$ cat config.mk
export PLATFORM = sky130hd
export DESIGN_NAME = catmull_rom_to_bezier_stream_core
export DESIGN_NICKNAME = d
export VERILOG_FILES = /design/src/rtl/crb_pkg.sv /design/src/rtl/crb_hist.sv /design/src/rtl/crb_seq.sv /design/src/rtl/crb_div6.sv /design/src/rtl/catmull_rom_to_bezier_stream_core.sv
export VERILOG_INCLUDE_DIRS = /design/src /design/src/rtl
export SDC_FILE = /design/constraint.sdc
export NUM_CORES = 2
export LEC_CHECK = 0
export ABC_AREA = 1
export ABC_CLOCK_PERIOD_IN_PS = 17500
export BUFFER_PORTS_ARGS = -buffer_cell sky130_fd_sc_hd__clkbuf_2
export CORE_ASPECT_RATIO = 0.6
export CORE_MARGIN = 8
export CORE_UTILIZATION = 50
export DETAILED_ROUTE_END_ITERATION = 16
export GPL_TIMING_DRIVEN = 0
export PLACE_DENSITY = 0.69
export SLEW_MARGIN = 40
export SYNTH_ARGS = -nofsm -noshare
export SYNTH_HDL_FRONTEND = slang
export SYNTH_HIERARCHICAL = 1
export SYNTH_SLANG_ARGS = --single-unit
export TNS_END_PERCENT = 1
$ cat constraint.sdc
create_clock -name clk -period 17.5 [get_ports clk]
set_input_delay 1.75 -clock clk [delete_from_list [all_inputs] [get_ports clk]]
set_output_delay 1.75 -clock clk [all_outputs]
set_load 0.01 [all_outputs]
$ cat src/rtl/catmull_rom_to_bezier_stream_core_defines.svh
// Assertion helpers for the converter RTL, used by crb_seq.
`ifndef CATMULL_ROM_TO_BEZIER_STREAM_CORE_DEFINES_SVH
`define CATMULL_ROM_TO_BEZIER_STREAM_CORE_DEFINES_SVH

// Same-cycle implication, muted while in reset.
`define CRB_ASSERT_IMPL(label, clk, rst_n, ante, cons) \
    label: assert property (@(posedge clk) disable iff (!rst_n) (ante) |-> (cons)) \
        else $error("crb check failed");

// Next-cycle implication, muted while in reset.
`define CRB_ASSERT_NEXT(label, clk, rst_n, ante, cons) \
    label: assert property (@(posedge clk) disable iff (!rst_n) (ante) |=> (cons)) \
        else $error("crb check failed");

`endif

$ cat src/rtl/crb_pkg.sv
package crb_pkg;

    // Coordinate format: signed fixed point, 16 fractional bits
    localparam int COORD_BITS = 32;
    localparam int CW         = COORD_BITS;
    localparam int TDATA_W    = ((2 * CW + 7) / 8) * 8;

    // Divide-by-six datapath widths
    localparam int SUM_W = CW + 3;                 // c + 6b - a, exact
    localparam int V_W   = CW + 3;                 // |sum| + 3
    localparam int U_W   = CW + 2;                 // (|sum| + 3) >> 1
    localparam int LO_W  = 2 * ((U_W + 2) / 4);    // even split, 2^LO_W == 1 mod 3
    localparam int HI_W  = U_W - LO_W;
    localparam int W_W   = ((HI_W > LO_W) ? HI_W : LO_W) + 1;
    localparam int K_W   = LO_W - 1;
    localparam int S_SH  = W_W + 2;
    localparam int R_W   = S_SH - 1;
    localparam int HP_W  = HI_W + K_W;
    localparam int WR_W  = W_W + R_W;

    // (2^LO_W - 1) / 3 and ceil(2^S_SH / 3)
    localparam logic [K_W-1:0] K_VAL = K_W'(((64'd1 << LO_W) - 64'd1) / 64'd3);
    localparam logic [R_W-1:0] R_VAL = R_W'(((64'd1 << S_SH) + 64'd2) / 64'd3);

    // Saturation limits on the quotient magnitude
    localparam logic [U_W-1:0] MAXV_Q   = U_W'((64'd1 << (CW - 1)) - 64'd1);
    localparam logic [U_W-1:0] MINMAG_Q = U_W'(64'd1 << (CW - 1));

    // Arithmetic pipeline: sum, magnitude, split products, reciprocal, result
    localparam int PIPE_STAGES = 5;

    typedef logic signed [CW-1:0] coord_t;

    typedef enum logic [1:0] {
        KIND_START = 2'd0,
        KIND_C1    = 2'd1,
        KIND_C2    = 2'd2,
        KIND_END   = 2'd3
    } kind_t;

    // One accepted point together with the history it sees
    typedef struct packed {
        logic   start;
        logic   seg_a;
        logic   seg_b;
        logic   last;
        coord_t h0x;
        coord_t h1x;
        coord_t h2x;
        coord_t qx;
        coord_t h0y;
        coord_t h1y;
        coord_t h2y;
        coord_t qy;
    } job_t;

    // One result to compute: value = round((c + 6b - a) / 6) per axis
    typedef struct packed {
        kind_t  kind;
        logic   done;
        coord_t ax;
        coord_t bx;
        coord_t cx;
        coord_t ay;
        coord_t by;
        coord_t cy;
    } op_t;

endpackage

$ cat src/rtl/crb_hist.sv
module crb_hist (
    input  logic           clk,
    input  logic           rst_n,
    input  logic           accept,
    input  crb_pkg::coord_t pt_x,
    input  crb_pkg::coord_t pt_y,
    input  logic           pt_last,
    output crb_pkg::job_t  job
);
    import crb_pkg::*;

    coord_t     hx_reg [3];
    coord_t     hy_reg [3];
    logic [1:0] seen_reg;
    logic [1:0] seen_next;

    // Work for the point on the port, seen against the current history
    always_comb
    begin
        job.start = (seen_reg == 2'd0);
        job.seg_a = (seen_reg == 2'd2);
        job.seg_b = pt_last && (seen_reg != 2'd0);
        job.last  = pt_last;
        job.h0x   = hx_reg[0];
        job.h1x   = hx_reg[1];
        job.h2x   = hx_reg[2];
        job.qx    = pt_x;
        job.h0y   = hy_reg[0];
        job.h1y   = hy_reg[1];
        job.h2y   = hy_reg[2];
        job.qy    = pt_y;
    end

    // Points seen: 0 idle, 1 after the path start, 2 once segments flow
    always_comb
    begin
        if (pt_last)
            seen_next = 2'd0;
        else if (seen_reg == 2'd0)
            seen_next = 2'd1;
        else
            seen_next = 2'd2;
    end

    // History: fill on the first point, shift afterwards
    always_ff @(posedge clk or negedge rst_n)
    begin
        if (!rst_n)
        begin
            for (int i = 0; i < 3; i++)
            begin
                hx_reg[i] <= '0;
                hy_reg[i] <= '0;
            end
            seen_reg <= 2'd0;
        end
        else if (accept)
        begin
            if (seen_reg == 2'd0)
            begin
                for (int i = 0; i < 3; i++)
                begin
                    hx_reg[i] <= pt_x;
                    hy_reg[i] <= pt_y;
                end
            end
            else
            begin
                hx_reg[0] <= hx_reg[1];
                hx_reg[1] <= hx_reg[2];
                hx_reg[2] <= pt_x;
                hy_reg[0] <= hy_reg[1];
                hy_reg[1] <= hy_reg[2];
                hy_reg[2] <= pt_y;
            end
            seen_reg <= seen_next;
        end
    end

endmodule

$ cat src/rtl/crb_seq.sv
`include "catmull_rom_to_bezier_stream_core_defines.svh"

module crb_seq (
    input  logic          clk,
    input  logic          rst_n,
    input  logic          in_valid,
    output logic          in_ready,
    input  crb_pkg::job_t job,
    output logic          issue_valid,
    input  logic          issue_ready,
    output crb_pkg::op_t  op
);
    import crb_pkg::*;

    typedef enum logic [6:0] {
        STEP_START = 7'b0000001,
        STEP_A_C1  = 7'b0000010,
        STEP_A_C2  = 7'b0000100,
        STEP_A_END = 7'b0001000,
        STEP_B_C1  = 7'b0010000,
        STEP_B_C2  = 7'b0100000,
        STEP_B_END = 7'b1000000
    } step_t;

    job_t  job_reg;
    logic  busy_reg;
    logic  busy_next;
    step_t step_reg;
    step_t step_next;
    step_t step_first;
    logic  last_step;
    logic  load;
    logic  has_results;

    // Last result of the held item
    assign last_step = (step_reg == STEP_START) || (step_reg == STEP_B_END)
                    || ((step_reg == STEP_A_END) && !job_reg.seg_b);

    // Take the next item when idle or as the final result of this one leaves
    assign in_ready    = !busy_reg || (issue_ready && last_step);
    assign load        = in_valid && in_ready;
    assign has_results = job.start || job.seg_a || job.seg_b;
    assign issue_valid = busy_reg;

    always_comb
    begin
        if (job.start)
            step_first = STEP_START;
        else if (job.seg_a)
            step_first = STEP_A_C1;
        else
            step_first = STEP_B_C1;
    end

    // Step order through the results of one item
    always_comb
    begin
        unique case (step_reg)
            STEP_A_C1:  step_next = STEP_A_C2;
            STEP_A_C2:  step_next = STEP_A_END;
            STEP_A_END: step_next = STEP_B_C1;
            STEP_B_C1:  step_next = STEP_B_C2;
            STEP_B_C2:  step_next = STEP_B_END;
            default:    step_next = STEP_START;
        endcase
    end

    always_comb
    begin
        if (load)
            busy_next = has_results;
        else if (issue_ready && last_step)
            busy_next = 1'b0;
        else
            busy_next = busy_reg;
    end

    always_ff @(posedge clk or negedge rst_n)
    begin
        if (!rst_n)
        begin
            busy_reg <= 1'b0;
            step_reg <= STEP_START;
        end
        else
        begin
            busy_reg <= busy_next;
            if (load)
                step_reg <= step_first;
            else if (busy_reg && issue_ready)
                step_reg <= step_next;
        end
    end

    always_ff @(posedge clk)
    begin
        if (load)
            job_reg <= job;
    end

    // Operands per step; end points and the path start go through as 6v / 6
    always_comb
    begin
        op.kind = KIND_START;
        op.done = 1'b0;
        op.ax   = '0;
        op.bx   = job_reg.qx;
        op.cx   = '0;
        op.ay   = '0;
        op.by   = job_reg.qy;
        op.cy   = '0;
        unique case (step_reg)
            STEP_START:
            begin
                op.done = job_reg.last;
            end
            STEP_A_C1:
            begin
                op.kind = KIND_C1;
                op.ax   = job_reg.h0x;
                op.bx   = job_reg.h1x;
                op.cx   = job_reg.h2x;
                op.ay   = job_reg.h0y;
                op.by   = job_reg.h1y;
                op.cy   = job_reg.h2y;
            end
            STEP_A_C2:
            begin
                op.kind = KIND_C2;
                op.ax   = job_reg.qx;
                op.bx   = job_reg.h2x;
                op.cx   = job_reg.h1x;
                op.ay   = job_reg.qy;
                op.by   = job_reg.h2y;
                op.cy   = job_reg.h1y;
            end
            STEP_A_END:
            begin
                op.kind = KIND_END;
                op.bx   = job_reg.h2x;
                op.by   = job_reg.h2y;
            end
            STEP_B_C1:
            begin
                op.kind = KIND_C1;
                op.ax   = job_reg.h1x;
                op.bx   = job_reg.h2x;
                op.cx   = job_reg.qx;
                op.ay   = job_reg.h1y;
                op.by   = job_reg.h2y;
                op.cy   = job_reg.qy;
            end
            STEP_B_C2:
            begin
                op.kind = KIND_C2;
                op.ax   = job_reg.qx;
                op.cx   = job_reg.h2x;
                op.ay   = job_reg.qy;
                op.cy   = job_reg.h2y;
            end
            STEP_B_END:
            begin
                op.kind = KIND_END;
                op.done = 1'b1;
            end
            default:
            begin
                op.kind = KIND_START;
            end
        endcase
    end

    `CRB_ASSERT_IMPL(a_ready_at_end, clk, rst_n, busy_reg && in_ready, issue_ready && last_step)
    `CRB_ASSERT_IMPL(a_step_onehot, clk, rst_n, busy_reg, $onehot(step_reg))
    `CRB_ASSERT_IMPL(a_close_on_last, clk, rst_n, busy_reg && job_reg.seg_b, job_reg.last)
    `CRB_ASSERT_NEXT(a_hold_step, clk, rst_n, busy_reg && !issue_ready, busy_reg && $stable(step_reg))

endmodule

$ cat src/rtl/crb_div6.sv
module crb_div6 (
    input  logic                              clk,
    input  logic [crb_pkg::PIPE_STAGES-1:0]   en,
    input  crb_pkg::coord_t                   op_a,
    input  crb_pkg::coord_t                   op_b,
    input  crb_pkg::coord_t                   op_c,
    output crb_pkg::coord_t                   res
);
    import crb_pkg::*;

    logic signed [SUM_W-1:0] sum_next;
    logic signed [SUM_W-1:0] sum_reg;
    logic signed [SUM_W-1:0] mag_s;
    logic [U_W-1:0]          u_val;
    logic [HI_W-1:0]         uhi_reg;
    logic [LO_W-1:0]         ulo_reg;
    logic                    neg1_reg;
    logic [HP_W-1:0]         hp_reg;
    logic [W_W-1:0]          w_reg;
    logic                    neg2_reg;
    logic [HP_W-1:0]         hp3_reg;
    logic [WR_W-1:0]         wr_reg;
    logic                    neg3_reg;
    logic [U_W-1:0]          q_val;
    coord_t                  res_next;
    coord_t                  res_reg;

    // Exact control sum c + 6b - a
    assign sum_next = SUM_W'(op_c) + (SUM_W'(op_b) <<< 2) + (SUM_W'(op_b) <<< 1)
                    - SUM_W'(op_a);

    // Magnitude plus half the divisor, then halved: q = floor(u / 3)
    assign mag_s = sum_reg[SUM_W-1] ? (SUM_W'(3) - sum_reg) : (sum_reg + SUM_W'(3));
    assign u_val = mag_s[V_W-1:1];

    // u = hi * 2^LO_W + lo, and 2^LO_W - 1 divides by 3
    assign q_val = U_W'(hp3_reg) + U_W'(wr_reg[WR_W-1:S_SH]);

    // Restore sign and saturate
    always_comb
    begin
        if (!neg3_reg && (q_val > MAXV_Q))
            res_next = {1'b0, {(CW - 1){1'b1}}};
        else if (neg3_reg && (q_val > MINMAG_Q))
            res_next = {1'b1, {(CW - 1){1'b0}}};
        else if (neg3_reg)
            res_next = -q_val[CW-1:0];
        else
            res_next = q_val[CW-1:0];
    end

    always_ff @(posedge clk)
    begin
        if (en[0])
            sum_reg <= sum_next;
        if (en[1])
        begin
            uhi_reg  <= u_val[U_W-1:LO_W];
            ulo_reg  <= u_val[LO_W-1:0];
            neg1_reg <= sum_reg[SUM_W-1];
        end
        if (en[2])
        begin
            hp_reg   <= HP_W'(uhi_reg) * HP_W'(K_VAL);
            w_reg    <= W_W'(uhi_reg) + W_W'(ulo_reg);
            neg2_reg <= neg1_reg;
        end
        if (en[3])
        begin
            hp3_reg  <= hp_reg;
            wr_reg   <= WR_W'(w_reg) * WR_W'(R_VAL);
            neg3_reg <= neg2_reg;
        end
        if (en[4])
            res_reg <= res_next;
    end

    assign res = res_reg;

endmodule

$ cat src/rtl/catmull_rom_to_bezier_stream_core.sv
// Throughput: one result per cycle through a 5-stage divide-by-six pipeline,
// stalled while m_axis_tready holds back the output; the next item is taken as
// the last result of the current one enters the pipeline. An item has 3 results
// for an inner point or the final point of a two-point stroke, 6 for any other
// final point, 1 for a path start, none for a point that yields nothing.
// Reset (rst_n, async, active low) clears the history, the point count and all valids.
module catmull_rom_to_bezier_stream_core (
    input  logic                         clk,
    input  logic                         rst_n,
    input  logic                         s_axis_tvalid,
    output logic                         s_axis_tready,
    input  logic [crb_pkg::TDATA_W-1:0]  s_axis_tdata,  // point_x, point_y, zero pad
    input  logic                         s_axis_tlast,  // stroke_end
    output logic                         m_axis_tvalid,
    input  logic                         m_axis_tready,
    output logic [crb_pkg::TDATA_W-1:0]  m_axis_tdata,  // out_x, out_y, zero pad
    output logic [1:0]                   m_axis_tuser,  // point_kind
    output logic                         m_axis_tlast   // stroke_done
);
    import crb_pkg::*;

    job_t                   job;
    op_t                    op;
    logic                   issue_valid;
    logic                   issue_ready;
    logic [PIPE_STAGES-1:0] en;
    logic [PIPE_STAGES-1:0] vld_reg;
    kind_t                  kind_reg [PIPE_STAGES];
    logic                   done_reg [PIPE_STAGES];
    coord_t                 res_x;
    coord_t                 res_y;

    crb_hist u_hist (
        .clk     (clk),
        .rst_n   (rst_n),
        .accept  (s_axis_tvalid && s_axis_tready),
        .pt_x    (s_axis_tdata[CW-1:0]),
        .pt_y    (s_axis_tdata[2*CW-1:CW]),
        .pt_last (s_axis_tlast),
        .job     (job)
    );

    crb_seq u_seq (
        .clk         (clk),
        .rst_n       (rst_n),
        .in_valid    (s_axis_tvalid),
        .in_ready    (s_axis_tready),
        .job         (job),
        .issue_valid (issue_valid),
        .issue_ready (issue_ready),
        .op          (op)
    );

    // Stage enables: a stage moves when empty or when the one after moves
    always_comb
    begin
        en[PIPE_STAGES-1] = !vld_reg[PIPE_STAGES-1] || m_axis_tready;
        for (int k = PIPE_STAGES - 2; k >= 0; k--)
            en[k] = !vld_reg[k] || en[k+1];
    end

    assign issue_ready = en[0];

    crb_div6 u_div_x (
        .clk  (clk),
        .en   (en),
        .op_a (op.ax),
        .op_b (op.bx),
        .op_c (op.cx),
        .res  (res_x)
    );

    crb_div6 u_div_y (
        .clk  (clk),
        .en   (en),
        .op_a (op.ay),
        .op_b (op.by),
        .op_c (op.cy),
        .res  (res_y)
    );

    // Valid bits alongside the arithmetic
    always_ff @(posedge clk or negedge rst_n)
    begin
        if (!rst_n)
            vld_reg <= '0;
        else
        begin
            if (en[0])
                vld_reg[0] <= issue_valid;
            for (int k = 1; k < PIPE_STAGES; k++)
            begin
                if (en[k])
                    vld_reg[k] <= vld_reg[k-1];
            end
        end
    end

    // Kind and stroke-done tags follow each result
    always_ff @(posedge clk)
    begin
        if (en[0])
        begin
            kind_reg[0] <= op.kind;
            done_reg[0] <= op.done;
        end
        for (int k = 1; k < PIPE_STAGES; k++)
        begin
            if (en[k])
            begin
                kind_reg[k] <= kind_reg[k-1];
                done_reg[k] <= done_reg[k-1];
            end
        end
    end

    assign m_axis_tvalid = vld_reg[PIPE_STAGES-1];
    assign m_axis_tdata  = TDATA_W'({res_y, res_x});
    assign m_axis_tuser  = kind_reg[PIPE_STAGES-1];
    assign m_axis_tlast  = done_reg[PIPE_STAGES-1];

endmodule

==> impl_metrics.yaml <==
clock_network:
  cts_tree: "done"
  cts_max_path_buffers: 3
  clk_pin_slew_worst_paths_ps: 70
  numCtsBuffers: 88
  cts.root.buffer_cell: "sky130_fd_sc_hd__clkbuf_16"
  cts_resized: 0
  ctsHtreeMaxLevel: 3
  numClockSinks: 894
  cts_post_setup_buffers_inserted: 0
  insertion_delay_ps: 710
  hold_buffers: 0
floorplanning:
  die_y_um: 306
  dieArea_um2: 152000
  floorplan.initialDensity: 0.503
  boundaryPins: 138
  floorplan.die.width_um: 499
  design.core.area_um2: 139000
  rows: 106
setup_path:
  critical-path-slowest-cell: "sky130_fd_sc_hd__fa_1"
  worst_path_cell_chain: "ha_1 > inv_1 > fa_1 > inv_1 > fa_1 > inv_1 > fa_1 > inv_1 > fa_1 > inv_1 > fa_1 > inv_1 > ha_1 > a21oi_1 > o21ai_0 > a21oi_1 > nand2_1 > a41oi_1 > o21ai_0 > nand3_1 > nand2_1 > xor2_1"
  critical-path-top-delay-family: "adder cells"
  timing.reg2reg.worst_path_depth: 22
  critPathMaxFanout: 3
  reg2reg_slack_ps: 10740
  critical_path.max_stage_delay_ps: 670
  cp-end-kind: "flip-flop"
  required_time_reported_for_the_critical_path_endpoint_ps: 17970
  critical_path_class: "flip-flop to flip-flop"
  critical_path.n_buffers_inverters: 6
  r2r-end: "u_div_y/wr_reg[37]"
  crit_path_frequent_cell: "sky130_fd_sc_hd__inv_1"
  timing.critical_path.from_type: "flip-flop"
  signal_arrival_time_at_the_worst_endpoint_ps: 7230
  regToRegStartpoint: "u_div_y/w_reg[6]"
flow_run:
  cap_violations: 0
outcome:
  status: "finished clean"
timing:
  setup_viol: 0
  timing.slew.headroom: 0.377
  max_freq_mhz: 148
  slew_of_the_pin_with_the_lowest_slew_margin_ps: 934
  final-max-slew-violation-count: 0
  fin_crit_sh: 0.386
  timing_hold_violations_final: 0
  fin_crit_ps: 6760
  rsz0062_at_grt: "no"
  worst_clock_skew_ps: 64.7
  final.setup.tns_ps: 0
placed_design:
  dp_hpwl_um: 149000
  gp_routability_congestion: 0.981
  buffer_ports.inserted: 137
synth:
  syn-instance-count: 7879
  yosys_register_bits: 894
  yosys_warnings: 6
  synth_flop_cell: "sky130_fd_sc_hd__edfxtp_1"
  synth_cell_type_count: 68
  synth_enable_flop_cells: 687
  postSynthNetCount: 9004
  synth_async_sr_flop_share: 0.232
  synth.avg_cell_area_um2: 8.87
  syn_area_um2: 69900
  synth_sequential_area_ratio: 0.369
global_route:
  grt_max_degree: 75
  grt_use_total: 0.239
  grt_antenna_before_repair: 7
  grt-ovfl-total: 0
  wire_length_of_the_first_global_routing_pass_um: 292000
  via_count_of_the_first_global_routing_pass: 52300
detailed_routing:
  wl_per_cell_um: 18.4
  postRouteWirelength_um: 185000
  drt_pass1_iterations: 6
  remaining_drc_errors: 0
  via_count: 53400
  drt_iter0_drcs: 4878
  final_antenna_net_count: 0
  vias_per_cell: 5.32
finish:
  leading_cell_type_in_the_layout_fill_and_taps_excluded: "sky130_fd_sc_hd__nand2_1"
  post_layout_net_count: 9244
  drive_gt1_frac: 0.0709
  flip_flop_count_of_the_largest_register_after_layout: 258
  commonest_cells_after_routing_fill_and_taps_aside: "sky130_fd_sc_hd__nand2_1, sky130_fd_sc_hd__inv_1, sky130_fd_sc_hd__edfxtp_1"
  areaGrowthSynthToFinish_pct: 9.10
min_path:
  hold_path_class: "flip-flop to flip-flop"
  holdCritStartpoint: "u_div_x/hp_reg[19]"
  min_delay_path_depth: 0
  hold-path-endpoint: "u_div_x/hp3_reg[19]"
==> kinds of logic (layout without fill, tap and decap cells) <==
logic type / Yosys count / count (layout) / share of synthesized area
and+or+nand+nor: 3019 / 3019 / 0.178
buffers and inverters: 1640 / 1954 / 0.0944
adders and majority gates: 1056 / 1056 / 0.238
AOI/OAI and AO/OA: 982 / 982 / 0.0839
DFF: 894 / 894 / 0.369
xor gates and xnor gates: 288 / 288 / 0.0361
other: 0 / 1 / 0
==> final cells by class <==
cell class	instances	area [µm²]
fill	12600	62700
multi-input combinational	5345	37500
sequential	894	25800
inverter	1398	5260
clock buffer	118	2430
tap	1836	2300
buffer	242	1360
timing repair buffer	150	1010
clock inverter	46	574
antenna	1	2.50
==> synthesized netlist by cell type, types with 4 or more instances <==
cell type | number | area [µm²]
sky130_fd_sc_hd__a21boi_0 | 10 | 75.1
sky130_fd_sc_hd__a21o_1 | 7 | 52.6
sky130_fd_sc_hd__a21oi_1 | 280 | 1400
sky130_fd_sc_hd__a221oi_1 | 5 | 43.8
sky130_fd_sc_hd__a22oi_1 | 64 | 480
sky130_fd_sc_hd__a31oi_1 | 24 | 150
sky130_fd_sc_hd__and2_1 | 5 | 31.3
sky130_fd_sc_hd__and3_1 | 4 | 25.0
sky130_fd_sc_hd__buf_1 | 7 | 26.3
sky130_fd_sc_hd__buf_2 | 79 | 395
sky130_fd_sc_hd__buf_4 | 72 | 541
sky130_fd_sc_hd__buf_6 | 8 | 90.1
sky130_fd_sc_hd__clkbuf_1 | 74 | 278
sky130_fd_sc_hd__dfrtp_1 | 206 | 5150
sky130_fd_sc_hd__edfxtp_1 | 687 | 20600
sky130_fd_sc_hd__fa_1 | 456 | 9130
sky130_fd_sc_hd__ha_1 | 600 | 7510
sky130_fd_sc_hd__inv_1 | 1385 | 5200
sky130_fd_sc_hd__inv_2 | 13 | 48.8
sky130_fd_sc_hd__nand2_1 | 2090 | 7850
sky130_fd_sc_hd__nand2_2 | 49 | 307
sky130_fd_sc_hd__nand3_1 | 234 | 1170
sky130_fd_sc_hd__nand3_2 | 11 | 110
sky130_fd_sc_hd__nand3b_1 | 17 | 128
sky130_fd_sc_hd__nand4_1 | 56 | 350
sky130_fd_sc_hd__nor2_1 | 396 | 1490
sky130_fd_sc_hd__nor2_2 | 21 | 131
sky130_fd_sc_hd__nor2_4 | 13 | 146
sky130_fd_sc_hd__nor3_1 | 83 | 415
sky130_fd_sc_hd__nor4_1 | 21 | 131
sky130_fd_sc_hd__o211ai_1 | 50 | 375
sky130_fd_sc_hd__o21a_1 | 24 | 180
sky130_fd_sc_hd__o21ai_0 | 308 | 1540
sky130_fd_sc_hd__o21ai_1 | 59 | 295
sky130_fd_sc_hd__o21bai_1 | 27 | 203
sky130_fd_sc_hd__o221ai_1 | 95 | 832
sky130_fd_sc_hd__o22ai_1 | 10 | 62.6
sky130_fd_sc_hd__xnor2_1 | 79 | 692
sky130_fd_sc_hd__xor2_1 | 209 | 1830
==> how the worst max path moves through the flow <==
stage	from	endpoint	slack, ps	cells after the start
floorplan	m_axis_tready	u_seq/job_reg[0]	7270	7
global placement	m_axis_tready	u_seq/job_reg[138]	3710	8
detailed placement	u_div_y/w_reg[6]	u_div_y/wr_reg[37]	10880	22
CTS	u_div_y/w_reg[6]	u_div_y/wr_reg[37]	10780	22
global route	u_div_y/w_reg[6]	u_div_y/wr_reg[37]	10480	22
finish	u_div_y/w_reg[6]	u_div_y/wr_reg[37]	10740	22
==> per-layer routing <==
| layer | GRT usage | share of wire |
|---|---|---|
| met3 | 0.0553 | 0.097 |
| met4 | 0.0477 | 0.019 |
| met2 | 0.336 | 0.39 |
| met5 | 0 | 0 |
| met1 | 0.375 | 0.49 |
==> stage by stage <==
step                      utilization  instances  instance area, µm²  hold slack [ps]  setup WS (ps)
after floorplan                     -       7879               69900              400           7270
after global placement          0.524       9852               72900              403           3710
after detailed placement        0.527       9865               73200              405          10880
after CTS                       0.549      10000               76200              419          10780
after global routing            0.549      10000               76200              426          10480
final                           0.549      10000               76200              416          10740
Power is left out: the tool's default activity adds up to more than one toggle a clock period on the data nets, which glitch-free logic cannot reach.
